[src/sv/cmne_pkg.sv]
// ---------------------------------------------------------------------------
// cmne_pkg: shared types and constants
// Pixel, length and counter widths, register codes and the control word
// passed from the front end to the window back end.
// ---------------------------------------------------------------------------
package cmne_pkg;

  localparam int CH_W        = 8;
  localparam int PIX_W       = 3 * CH_W;
  localparam int LEN_W       = 18;
  localparam int WIDTH_W     = 12;
  localparam int HEIGHT_W    = 16;
  localparam int ROW_W       = HEIGHT_W + 1;
  localparam int CFG_IDX_W   = 4;
  localparam int CFG_DATA_W  = 16;
  localparam int FIFO_DEPTH  = 4;
  localparam int FIFO_CNT_W  = $clog2(FIFO_DEPTH + 1);

  localparam int DEF_RADIUS    = 1;
  localparam int DEF_MAX_WIDTH = 2048;

  localparam logic [WIDTH_W-1:0]  RESET_WIDTH  = WIDTH_W'(640);
  localparam logic [HEIGHT_W-1:0] RESET_HEIGHT = HEIGHT_W'(480);

  localparam logic [PIX_W-1:0] WHITE_PIX = {PIX_W{1'b1}};
  localparam logic [LEN_W-1:0] WHITE_LEN = LEN_W'(3 * 255 * 255);

  typedef enum logic [CFG_IDX_W-1:0] {
    CFG_IMAGE_WIDTH  = 4'd0,
    CFG_IMAGE_HEIGHT = 4'd1
  } cfg_reg_e;

  typedef struct packed {
    logic has_out;
    logic last;
  } ctl_t;

  function automatic logic [LEN_W-1:0] sq_len(input logic [PIX_W-1:0] px);
    logic [2*CH_W-1:0] s0;
    logic [2*CH_W-1:0] s1;
    logic [2*CH_W-1:0] s2;
    s0 = {{CH_W{1'b0}}, px[CH_W-1:0]} * {{CH_W{1'b0}}, px[CH_W-1:0]};
    s1 = {{CH_W{1'b0}}, px[2*CH_W-1:CH_W]} * {{CH_W{1'b0}}, px[2*CH_W-1:CH_W]};
    s2 = {{CH_W{1'b0}}, px[3*CH_W-1:2*CH_W]} * {{CH_W{1'b0}}, px[3*CH_W-1:2*CH_W]};
    return LEN_W'(s0) + LEN_W'(s1) + LEN_W'(s2);
  endfunction

endpackage

[src/sv/cmne_fifo.sv]
// ---------------------------------------------------------------------------
// cmne_fifo: small register queue
// Decouples the line store front end from the window back end.
// ---------------------------------------------------------------------------
module cmne_fifo
  import cmne_pkg::*;
#(
  parameter int WIDTH = 32
) (
  input  logic                  clk_i,
  input  logic                  rst_ni,
  input  logic                  push_i,
  input  logic [WIDTH-1:0]      data_i,
  input  logic                  pop_i,
  output logic                  valid_o,
  output logic [WIDTH-1:0]      data_o,
  output logic [FIFO_CNT_W-1:0] count_o
);

  localparam int PW = $clog2(FIFO_DEPTH);

  logic [WIDTH-1:0]      buf_q [FIFO_DEPTH];
  logic [PW-1:0]         wr_q, wr_d;
  logic [PW-1:0]         rd_q, rd_d;
  logic [FIFO_CNT_W-1:0] cnt_q, cnt_d;
  logic                  do_pop;

  assign valid_o = (cnt_q != '0);
  assign data_o  = buf_q[rd_q];
  assign count_o = cnt_q;
  assign do_pop  = pop_i & valid_o;

  always_comb begin
    wr_d  = push_i ? wr_q + PW'(1) : wr_q;
    rd_d  = do_pop ? rd_q + PW'(1) : rd_q;
    cnt_d = cnt_q + FIFO_CNT_W'(push_i) - FIFO_CNT_W'(do_pop);
  end

  always_ff @(posedge clk_i or negedge rst_ni) begin
    if (!rst_ni) begin
      wr_q  <= '0;
      rd_q  <= '0;
      cnt_q <= '0;
    end else begin
      wr_q  <= wr_d;
      rd_q  <= rd_d;
      cnt_q <= cnt_d;
    end
  end

  always_ff @(posedge clk_i) begin
    if (push_i) begin
      buf_q[wr_q] <= data_i;
    end
  end

endmodule

[config.mk]
export PLATFORM = sky130hd
export DESIGN_NAME = cmne_fifo
export DESIGN_NICKNAME = d
export VERILOG_FILES = /design/src/sv/cmne_pkg.sv /design/src/sv/cmne_fifo.sv
export SDC_FILE = /design/constraint.sdc
export NUM_CORES = 1
export LEC_CHECK = 0
export BUFFER_PORTS_ARGS = -buffer_cell sky130_fd_sc_hd__buf_2
export CAP_MARGIN = 0
export CELL_PAD_IN_SITES_DETAIL_PLACEMENT = 0
export CELL_PAD_IN_SITES_GLOBAL_PLACEMENT = 1
export CORE_AREA = 2 2 110 112
export CTS_CLUSTER_SIZE = 16
export DETAILED_ROUTE_END_ITERATION = 10
export DIE_AREA = 0 0 112 114
export GPL_ROUTABILITY_DRIVEN = 0
export PLACE_DENSITY = 0.77
export RECOVER_POWER = 50
export SYNTH_ARGS = -nofsm -noshare
export SYNTH_HDL_FRONTEND = slang
export SYNTH_SLANG_ARGS = --single-unit
[constraint.sdc]
create_clock -name clk_i -period 2 [get_ports clk_i]
set_input_delay 0.3 -clock clk_i [delete_from_list [all_inputs] [get_ports clk_i]]
set_output_delay 0.3 -clock clk_i [all_outputs]
set_load 0.01 [all_outputs]
==> run metrics <==
outcome=complete, but fails checks; failing checks=setup timing; Worst path top cell family by delay=multiplexers; # port buffers=71; die height=114 um; Global Route met3 Usage=5.05%; IO Pins=72; crit-path max FO=7; yosys warns=0; HPWL after detailed placement=~5300 um; syn nets=between 200 and 250; WS Path Type=reg2out; Pins Over Slew Limit=0; Crit. End Element=output port; final core occ=55.6%; r2r setup slk=0.06 ns; M2 GR Usage=23.7%; Final Cell Area=0.00651 mm^2; Layout Nets=349; clock sinks=135; synthesized area per cell=25.1 um^2; worst path bufs/invs=3; Initial Util=a little over two fifths; # DRC=0; most frequent cells in the layout=edfxtp_1, clkbuf_1, mux4_2; core area=0.0117 mm^2; VDD IR-drop max=0.713 mV; commonest non-fill, non-tap cell in the layout=edfxtp_1; Worst-Margin Slew=0.396 ns; post-synthesis cell count=202; clock latency on the worst-skew pair=0.42 ns; Worst EP arrival=1.74 ns; RSZ-0062 raised after global routing=yes; clk buf depth=2; final setup skew=0.00708 ns; top achievable clock speed=489 MHz; global-route layer with the greatest usage=met2; crit-path cells=buf_12 > buf_12 > mux4_2 > buf_6; # Max-Cap Violations=0; Total GRT Usage=15.0%; standard-cell row count=40; pin count of the biggest net entering global routing=22; Root Buffer=clkbuf_16; grt ovf=0; Antenna diodes=0; CTS tree=built; data required time of the worst path=1.70 ns; total die area=around 0.013 mm^2; # fillers=just over 900; leakage=2.26 nW; CP max stage cell=mux4_2; share of cells above drive strength 1=40.1%; area grow syn2layout=28.5%; crit-path most repeated cell=buf_12; H-tree Lvls=4; Via density=5.12; delay of the slowest cell on the worst path=0.54 ns; Die Span X=between 100 and 150 um; Synth Register Bits=approximately 140; post-route setup slack=-0.0448 ns; Hold Path Class=in2reg; sequential element share of the synthesized area=79.4%; Clk pin slew, worst setup/hold paths=0.06 ns; via count=2386; final setup TNS=-0.534 ns; initial antenna violation count=0; first-pass GRT wire length=13700 um; wire per inst=19.1 um; post-route antenna net violation count=0; placed cell area=0.00565 mm^2; part of the cycle the worst path needs=102%; Synth Cell Area=0.00506 mm^2; CTS Buf Count=17; endpoints failing setup=31; Final min period=a little over 2 ns; slew margin rel.=73.3%; vias in the first global route=2546; DRT Pass-1 Iters=5; Total Wirelength=8920 um; Synth cell types=19; PwrDens=1630 mW/mm^2; Final Hold Viols=0; initial DRC count=116; CP Launch Type=register; met1 GRT Util=around a fifth
final timing paths:
check	from	endpoint	depth (start not counted)
setup / recovery	rd_q[0]$_DFFE_PN0P_	data_o[11]	4
hold / removal	data_i[2]	buf_q[0][2]$_DFFE_PP_	1
setup reg to reg	count_o[1]$_DFF_PN0_	count_o[2]$_DFF_PN0_	7
hold reg to reg	wr_q[0]$_DFFE_PN0P_	wr_q[0]$_DFFE_PN0P_	1
max in group asynchronous	rst_ni	rd_q[0]$_DFFE_PN0P_	2
min in group asynchronous	rst_ni	count_o[2]$_DFF_PN0_	2
cells in the mapped netlist (all sizes together):
library cell	instances	area, um^2
or3	1	6.26
buf	7	86.3
and2	4	25.0
edfxtp	128	3840
inv	6	22.5
xnor2	3	26.3
o311ai	1	8.76
o21ai	1	5.00
o31a	1	8.76
ha	6	75.1
fa	1	20.0
xor2	2	17.5
dfrtp	7	175
mux4	32	736
nand2	1	3.75
clkbuf	1	3.75
stage by stage:
step                hold WS, ns  total power, W  setup slack (ns)  cells
detailed placement        0.141         0.00669            0.0242    428
global route              0.138          0.0111           -0.0973    466
global placement          0.137         0.00665            0.0788    428
floorplan               0.00441         0.00572            0.0249    202
finish                    0.145          0.0106           -0.0448    466
CTS                      0.0847          0.0104           -0.0694    462
area by class of cell:
type	count	area, um^2	area share (%)
multi-input combinational	53	932	14.3
sequential	135	4020	61.8
inverter	6	22.5	0.346
tap	147	184	2.83
clock inverter	14	206	3.17
timing repair buffer	93	711	10.9
clock buffer	18	429	6.60
where the power goes:
group / total, W / internal (W) / switching, W / leakage (nW)
Combinational: 0.00341 / 0.00186 / 0.00155 / 0.706
Clock: 0.00332 / 0.00220 / 0.00112 / 0.297
Sequential: 0.00386 / 0.00372 / 0.000138 / 1.26
metal layers:
metal / vias up / share of wire [%]
li1: 1052 / -
met1: 1255 / 42
met2: 65 / 51
met3: 14 / 4.9
met4: 0 / 2.0
met5: - / 0
sequential cells by signal, indices dropped and copies added, names as in the netlist:
signal and count:
buf_q 128, count_o 3, rd_q 2, wr_q 2
kinds of logic after synthesis:
group / count (synthesis) / share of synthesized area (%)
AO/OA/AOI/OAI: 3 / 0.445
XOR/XNOR: 5 / 0.865
adder cells (fa/ha/maj): 7 / 1.88
buffers and inverters: 14 / 2.22
flip-flops: 135 / 79.4
multiplexers: 32 / 14.5
AND/OR/NAND/NOR: 6 / 0.692
timing repair:
action | 4_1_cts | 5_1_grt
setup endpoints to repair | 21 | 33
hold buffers | 1 | 0
endpoints found under the hold margin | 7 | 0
gates cloned | 0 | 2
setup buffers | 1 | 2
gates resized for setup | 22 | 14
No activity file was read; power rests on OpenSTA's default activity.
