===== config.mk =====
export PLATFORM = sky130hd
export DESIGN_NAME = cmne_back
export DESIGN_NICKNAME = d
export VERILOG_FILES = /design/src/sv/cmne_pkg.sv /design/src/sv/cmne_back.sv
export SDC_FILE = /design/constraint.sdc
export NUM_CORES = 2
export LEC_CHECK = 0
export ABC_AREA = 1
export BUFFER_PORTS_ARGS = -buffer_cell sky130_fd_sc_hd__buf_2
export CAP_MARGIN = 5
export CORE_MARGIN = 4
export CORE_UTILIZATION = 50
export CTS_CLUSTER_DIAMETER = 80
export DETAILED_ROUTE_END_ITERATION = 8
export GPL_TIMING_DRIVEN = 0
export PLACE_DENSITY_LB_ADDON = 0.25
export RECOVER_POWER = 25
export SYNTH_ARGS = -nofsm -noshare
export SYNTH_HDL_FRONTEND = slang
export SYNTH_SLANG_ARGS = --single-unit

===== constraint.sdc =====
create_clock -name clk_i -period 22.8 [get_ports clk_i]
set_clock_uncertainty 0.05 [all_clocks]
set_input_delay 1.14 -clock clk_i [delete_from_list [all_inputs] [get_ports clk_i]]
set_output_delay 1.14 -clock clk_i [all_outputs]
set_load 0.02 [all_outputs]

===== src/sv/cmne_pkg.sv =====
// ---------------------------------------------------------------------------
// cmne_pkg: shared types and constants
// Pixel, length and counter widths, register codes and the control word
// passed from the front end to the window back end.
// ---------------------------------------------------------------------------
package cmne_pkg;

  localparam int CH_W        = 8;
  localparam int PIX_W       = 3 * CH_W;
  localparam int LEN_W       = 18;
  localparam int WIDTH_W     = 12;
  localparam int HEIGHT_W    = 16;
  localparam int ROW_W       = HEIGHT_W + 1;
  localparam int CFG_IDX_W   = 4;
  localparam int CFG_DATA_W  = 16;
  localparam int FIFO_DEPTH  = 4;
  localparam int FIFO_CNT_W  = $clog2(FIFO_DEPTH + 1);

  localparam int DEF_RADIUS    = 1;
  localparam int DEF_MAX_WIDTH = 2048;

  localparam logic [WIDTH_W-1:0]  RESET_WIDTH  = WIDTH_W'(640);
  localparam logic [HEIGHT_W-1:0] RESET_HEIGHT = HEIGHT_W'(480);

  localparam logic [PIX_W-1:0] WHITE_PIX = {PIX_W{1'b1}};
  localparam logic [LEN_W-1:0] WHITE_LEN = LEN_W'(3 * 255 * 255);

  typedef enum logic [CFG_IDX_W-1:0] {
    CFG_IMAGE_WIDTH  = 4'd0,
    CFG_IMAGE_HEIGHT = 4'd1
  } cfg_reg_e;

  typedef struct packed {
    logic has_out;
    logic last;
  } ctl_t;

  function automatic logic [LEN_W-1:0] sq_len(input logic [PIX_W-1:0] px);
    logic [2*CH_W-1:0] s0;
    logic [2*CH_W-1:0] s1;
    logic [2*CH_W-1:0] s2;
    s0 = {{CH_W{1'b0}}, px[CH_W-1:0]} * {{CH_W{1'b0}}, px[CH_W-1:0]};
    s1 = {{CH_W{1'b0}}, px[2*CH_W-1:CH_W]} * {{CH_W{1'b0}}, px[2*CH_W-1:CH_W]};
    s2 = {{CH_W{1'b0}}, px[3*CH_W-1:2*CH_W]} * {{CH_W{1'b0}}, px[3*CH_W-1:2*CH_W]};
    return LEN_W'(s0) + LEN_W'(s1) + LEN_W'(s2);
  endfunction

endpackage


===== src/sv/cmne_back.sv =====
// ---------------------------------------------------------------------------
// cmne_back: window and minimum search
// Shifts fetched columns into the window, picks the clamped columns and
// finds the first pixel of smallest squared length.
// ---------------------------------------------------------------------------
module cmne_back
  import cmne_pkg::*;
#(
  parameter int RADIUS = DEF_RADIUS
) (
  input  logic                                        clk_i,
  input  logic                                        rst_ni,
  input  logic                                        q_valid_i,
  output logic                                        q_pop_o,
  input  ctl_t                                        q_ctl_i,
  input  logic [(2*RADIUS+1)*$clog2(2*RADIUS+1)-1:0]  q_idx_i,
  input  logic [(2*RADIUS+1)*PIX_W-1:0]               q_col_i,
  output logic                                        m_valid_o,
  input  logic                                        m_ready_i,
  output logic [PIX_W-1:0]                            m_pix_o,
  output logic                                        m_last_o
);

  localparam int SPAN = 2 * RADIUS + 1;
  localparam int IW   = $clog2(SPAN);
  localparam int WIN  = SPAN * SPAN;
  localparam int NP   = 1 << $clog2(WIN);

  logic               en;
  logic [PIX_W-1:0]   sr_pix_q [SPAN][SPAN];
  logic [LEN_W-1:0]   sr_len_q [SPAN][SPAN];
  logic               b_valid_q;
  logic               b_last_q;
  logic [SPAN*IW-1:0] b_idx_q;
  logic               out_valid_q;
  logic [PIX_W-1:0]   out_pix_q;
  logic               out_last_q;
  logic [LEN_W-1:0]   tl [NP];
  logic [PIX_W-1:0]   tp [NP];
  logic [IW-1:0]      sel;

  assign en      = ~out_valid_q | m_ready_i;
  assign q_pop_o = en & q_valid_i;

  always_ff @(posedge clk_i) begin
    if (q_pop_o) begin
      for (int t = 0; t < SPAN; t++) begin
        sr_pix_q[0][t] <= q_col_i[t*PIX_W +: PIX_W];
        sr_len_q[0][t] <= sq_len(q_col_i[t*PIX_W +: PIX_W]);
        for (int i = 1; i < SPAN; i++) begin
          sr_pix_q[i][t] <= sr_pix_q[i-1][t];
          sr_len_q[i][t] <= sr_len_q[i-1][t];
        end
      end
      b_last_q <= q_ctl_i.last;
      b_idx_q  <= q_idx_i;
    end
    if (en) begin
      out_pix_q  <= tp[0];
      out_last_q <= b_last_q;
    end
  end

  always_ff @(posedge clk_i or negedge rst_ni) begin
    if (!rst_ni) begin
      b_valid_q   <= 1'b0;
      out_valid_q <= 1'b0;
    end else if (en) begin
      b_valid_q   <= q_valid_i & q_ctl_i.has_out;
      out_valid_q <= b_valid_q;
    end
  end

  // row-major window, lower position wins a tie
  always_comb begin
    sel = '0;
    for (int k = 0; k < NP; k++) begin
      tl[k] = WHITE_LEN;
      tp[k] = WHITE_PIX;
    end
    for (int t = 0; t < SPAN; t++) begin
      for (int j = 0; j < SPAN; j++) begin
        sel = b_idx_q[j*IW +: IW];
        tl[t*SPAN+j] = sr_len_q[sel][t];
        tp[t*SPAN+j] = sr_pix_q[sel][t];
      end
    end
    for (int s = 1; s < NP; s = s * 2) begin
      for (int i = 0; i < NP; i = i + 2 * s) begin
        if (tl[i+s] < tl[i]) begin
          tl[i] = tl[i+s];
          tp[i] = tp[i+s];
        end
      end
    end
  end

  assign m_valid_o = out_valid_q;
  assign m_pix_o   = out_pix_q;
  assign m_last_o  = out_last_q;

endmodule

==> results.yml <==
outcome:
  outcome: "completed"
sta:
  drv_slew: 0
  setup_repair_after_global_routing_missed_its_margin: "false"
  totalNegativeSetupSlack_ns: 0
  worst-slew-pin-transition_ns: 1.298
  final.min_clock_period_ns: 14.48
  finalSetupViolations: 0
  finalHoldViolations: 0
  timing.fmax_mhz: 69.08
  min_period_over_period: 0.6349
  max-slew-margin-rel: 0.1345
worst_setup_path:
  crit_path_max_incr_delay_ns: 1.02
  library_cell_appearing_most_often_on_the_critical_path: "sky130_fd_sc_hd__nand2_1"
  endpoint_kind: "flip-flop"
  startpoint_type: "flip-flop"
  crit_required_ns: 23.08
  r2r_setup_slack_ns: 8.33
  timing.critical_path.arrival_ns: 14.76
  critPathMaxFanout: 10
  worst-r2r-cell-count: 48
  critPathSlowestCell: "sky130_fd_sc_hd__clkbuf_1"
  timing.rr.end: "m_pix_o[22]"
  crit_type: "flip-flop to flip-flop"
cells_and_area:
  fillerInstances: 7656
  mostFrequentLayoutCell: "sky130_fd_sc_hd__nand2_1"
  layout.cells.most_common_list: "sky130_fd_sc_hd__nand2_1 (1018), sky130_fd_sc_hd__inv_1 (945), sky130_fd_sc_hd__o21ai_0 (537), sky130_fd_sc_hd__edfxtp_1 (410), sky130_fd_sc_hd__fa_1 (394)"
  regArea_um2: 12480
  multi_input_comb_area_um2: 25610
  area_delta_synth_final_pct: 8.808
  share_of_layout_cells_above_drive_strength_1: 0.04319
  final_net_count: 6057
clock_tree:
  clock_sinks: 418
  worst_skew_pair.late_latency_ns: 0.62
  cts_tree: "done"
  cts_post_setup_buffers_inserted: 0
  htree_levels: 2
  clk_path_buf_depth: 3
  clkSlewWorstSetupHoldPaths_ns: 0.06
  cts_root_buf: "sky130_fd_sc_hd__clkbuf_16"
  numCtsBuffers: 47
  postCtsHoldBufs: 0
  ctsResizeCount: 0
place:
  buffer_ports.inserted: 110
  global_placement_routability_congestion: 0.9613
  hpwl_um: 104400
synth:
  synth_sequential_area_ratio: 0.2918
  synth-seq-cells: 418
  edff_count_synth: 410
  synth_largest_type_area_fraction: 0.2879
  ys_async_rst_share: 0.004785
  synthesis.instances: 5034
  yosysUniqueCellTypes: 44
  yosysWarnings: 0
  post_synth_top_area_cell: "sky130_fd_sc_hd__edfxtp_1"
  leading_post_synthesis_cells_by_cell_area: "sky130_fd_sc_hd__edfxtp_1 (29%), sky130_fd_sc_hd__fa_1 (18%), sky130_fd_sc_hd__ha_1 (11%)"
  synth_top_flop_cell: "sky130_fd_sc_hd__edfxtp_1"
  mappedNetlistNets: 5894
  syn-cell-area_um2: 42770
  postSynthAreaPerCell_um2: 8.496
detailed_routing:
  routed_wire_length_per_instance_um: 20.81
  vias_per_instance: 5.706
  route.final.wire_length_um: 132500
  num_vias: 36340
  drt_first_iter_violations: 4464
  final_antenna_net_count: 0
  detail_route.drc_violations: 0
  firstDrtPassIters: 7
grt:
  largest_net_degree_at_the_start_of_global_routing: 102
  grt_util_all_layers: 0.2926
  grt-ovfl-total: 0
  grt_antenna_before_repair: 2
  grt_pass1_wl_um: 204600
  first_global_vias: 35090
floorplanning:
  io_pins: 111
  chipWidth_um: 300.5
  die-height_um: 300.5
  die-area_um2: 90290
  core_area_um2: 84220
  rows: 106
  start_util: 0.5079
hold_path:
  hold_path.class: "input pin to async pin"
flow_run:
  drv_cap: 0
[cells in the mapped netlist (all sizes together), types with 62 or more instances]
cell,n
nand2,1023
inv,951
nand3,62
o21ai,541
ha,382
nor2,191
edfxtp,410
a21oi,339
clkbuf,243
mux2i,75
fa,394
o211ai,155
[cells by family (layout without fill, tap and decap cells)]
family | Yosys count | count (layout) | share of synthesized area
simple gates | 1318 | 1318 | 0.1205
buf+inv | 1230 | 1429 | 0.1093
compound gates | 1159 | 1159 | 0.1528
fa+ha+maj | 776 | 776 | 0.2962
flops | 418 | 418 | 0.2918
mux | 75 | 75 | 0.01755
xor+xnor | 58 | 58 | 0.01188
other cells | 0 | 1 | 0
[through the flow]
stage | utilization | setup slack, ns | cell area, um^2 | instances | hold WS, ns
3_3_place_gp | 0.5312 | 5.245 | 44740 | 6278 | 0.3524
6_report | 0.5526 | 8.325 | 46540 | 6368 | 0.2387
4_1_cts | 0.5526 | 8.951 | 46540 | 6367 | 0.2112
5_1_grt | 0.5526 | 7.869 | 46540 | 6367 | 0.2375
2_1_floorplan | - | 10.52 | 42770 | 5034 | 0.3503
3_5_place_dp | 0.5326 | 9.009 | 44860 | 6282 | 0.3590
[worst max-delay path, delay by kind of cell, from the launching register on]
family / cells / cell delay (ns)
compound gates: 12 / 2.45
flops: 1 / 0.47
fa+ha+maj: 4 / 1.51
buf+inv: 13 / 5.74
simple gates: 19 / 3.93
[registers in the layout, summed over array words and instances (netlist names), named ones only]
register	cells
m_pix_o	24
m_last_o	1
sr_pix_q	216
sr_len_q	162
b_valid_q	1
b_last_q	1
m_valid_o	1
b_idx_q	6
[routing by layer]
layer	vias to the layer above	routed length, um	track usage
met5	-	0	0
met3	330	13230	0.04816
li1	16740	-	-
met2	1854	59560	0.4634
met4	0	6014	0.1126
met1	17410	53740	0.4055
[cell type report]
class                   instances  share of cell area
plain buffers                 278             0.02366
repair buffers                114             0.01417
inverters                     952             0.07695
flip-flops and latches        418              0.2682
multi-input cells            3386              0.5503
well taps                    1134             0.03049
clock inverters                27            0.009329
clock buffers                  58             0.02680
diodes                          1          0.00005377
[how the worst max path moves through the flow]
stage | end | slack (ns) | cells after the start
after floorplan | b_idx_q[0] | 10.52 | 4
after global placement | sr_pix_q[0][39] | 5.25 | 5
after detailed placement | m_pix_o[22] | 9.01 | 48
after CTS | m_pix_o[22] | 8.95 | 48
after global routing | m_pix_o[18] | 7.87 | 48
final | m_pix_o[22] | 8.33 | 48
Power is left out: the tool's default activity adds up to more than one toggle a clock period on the data nets, which glitch-free logic cannot reach.
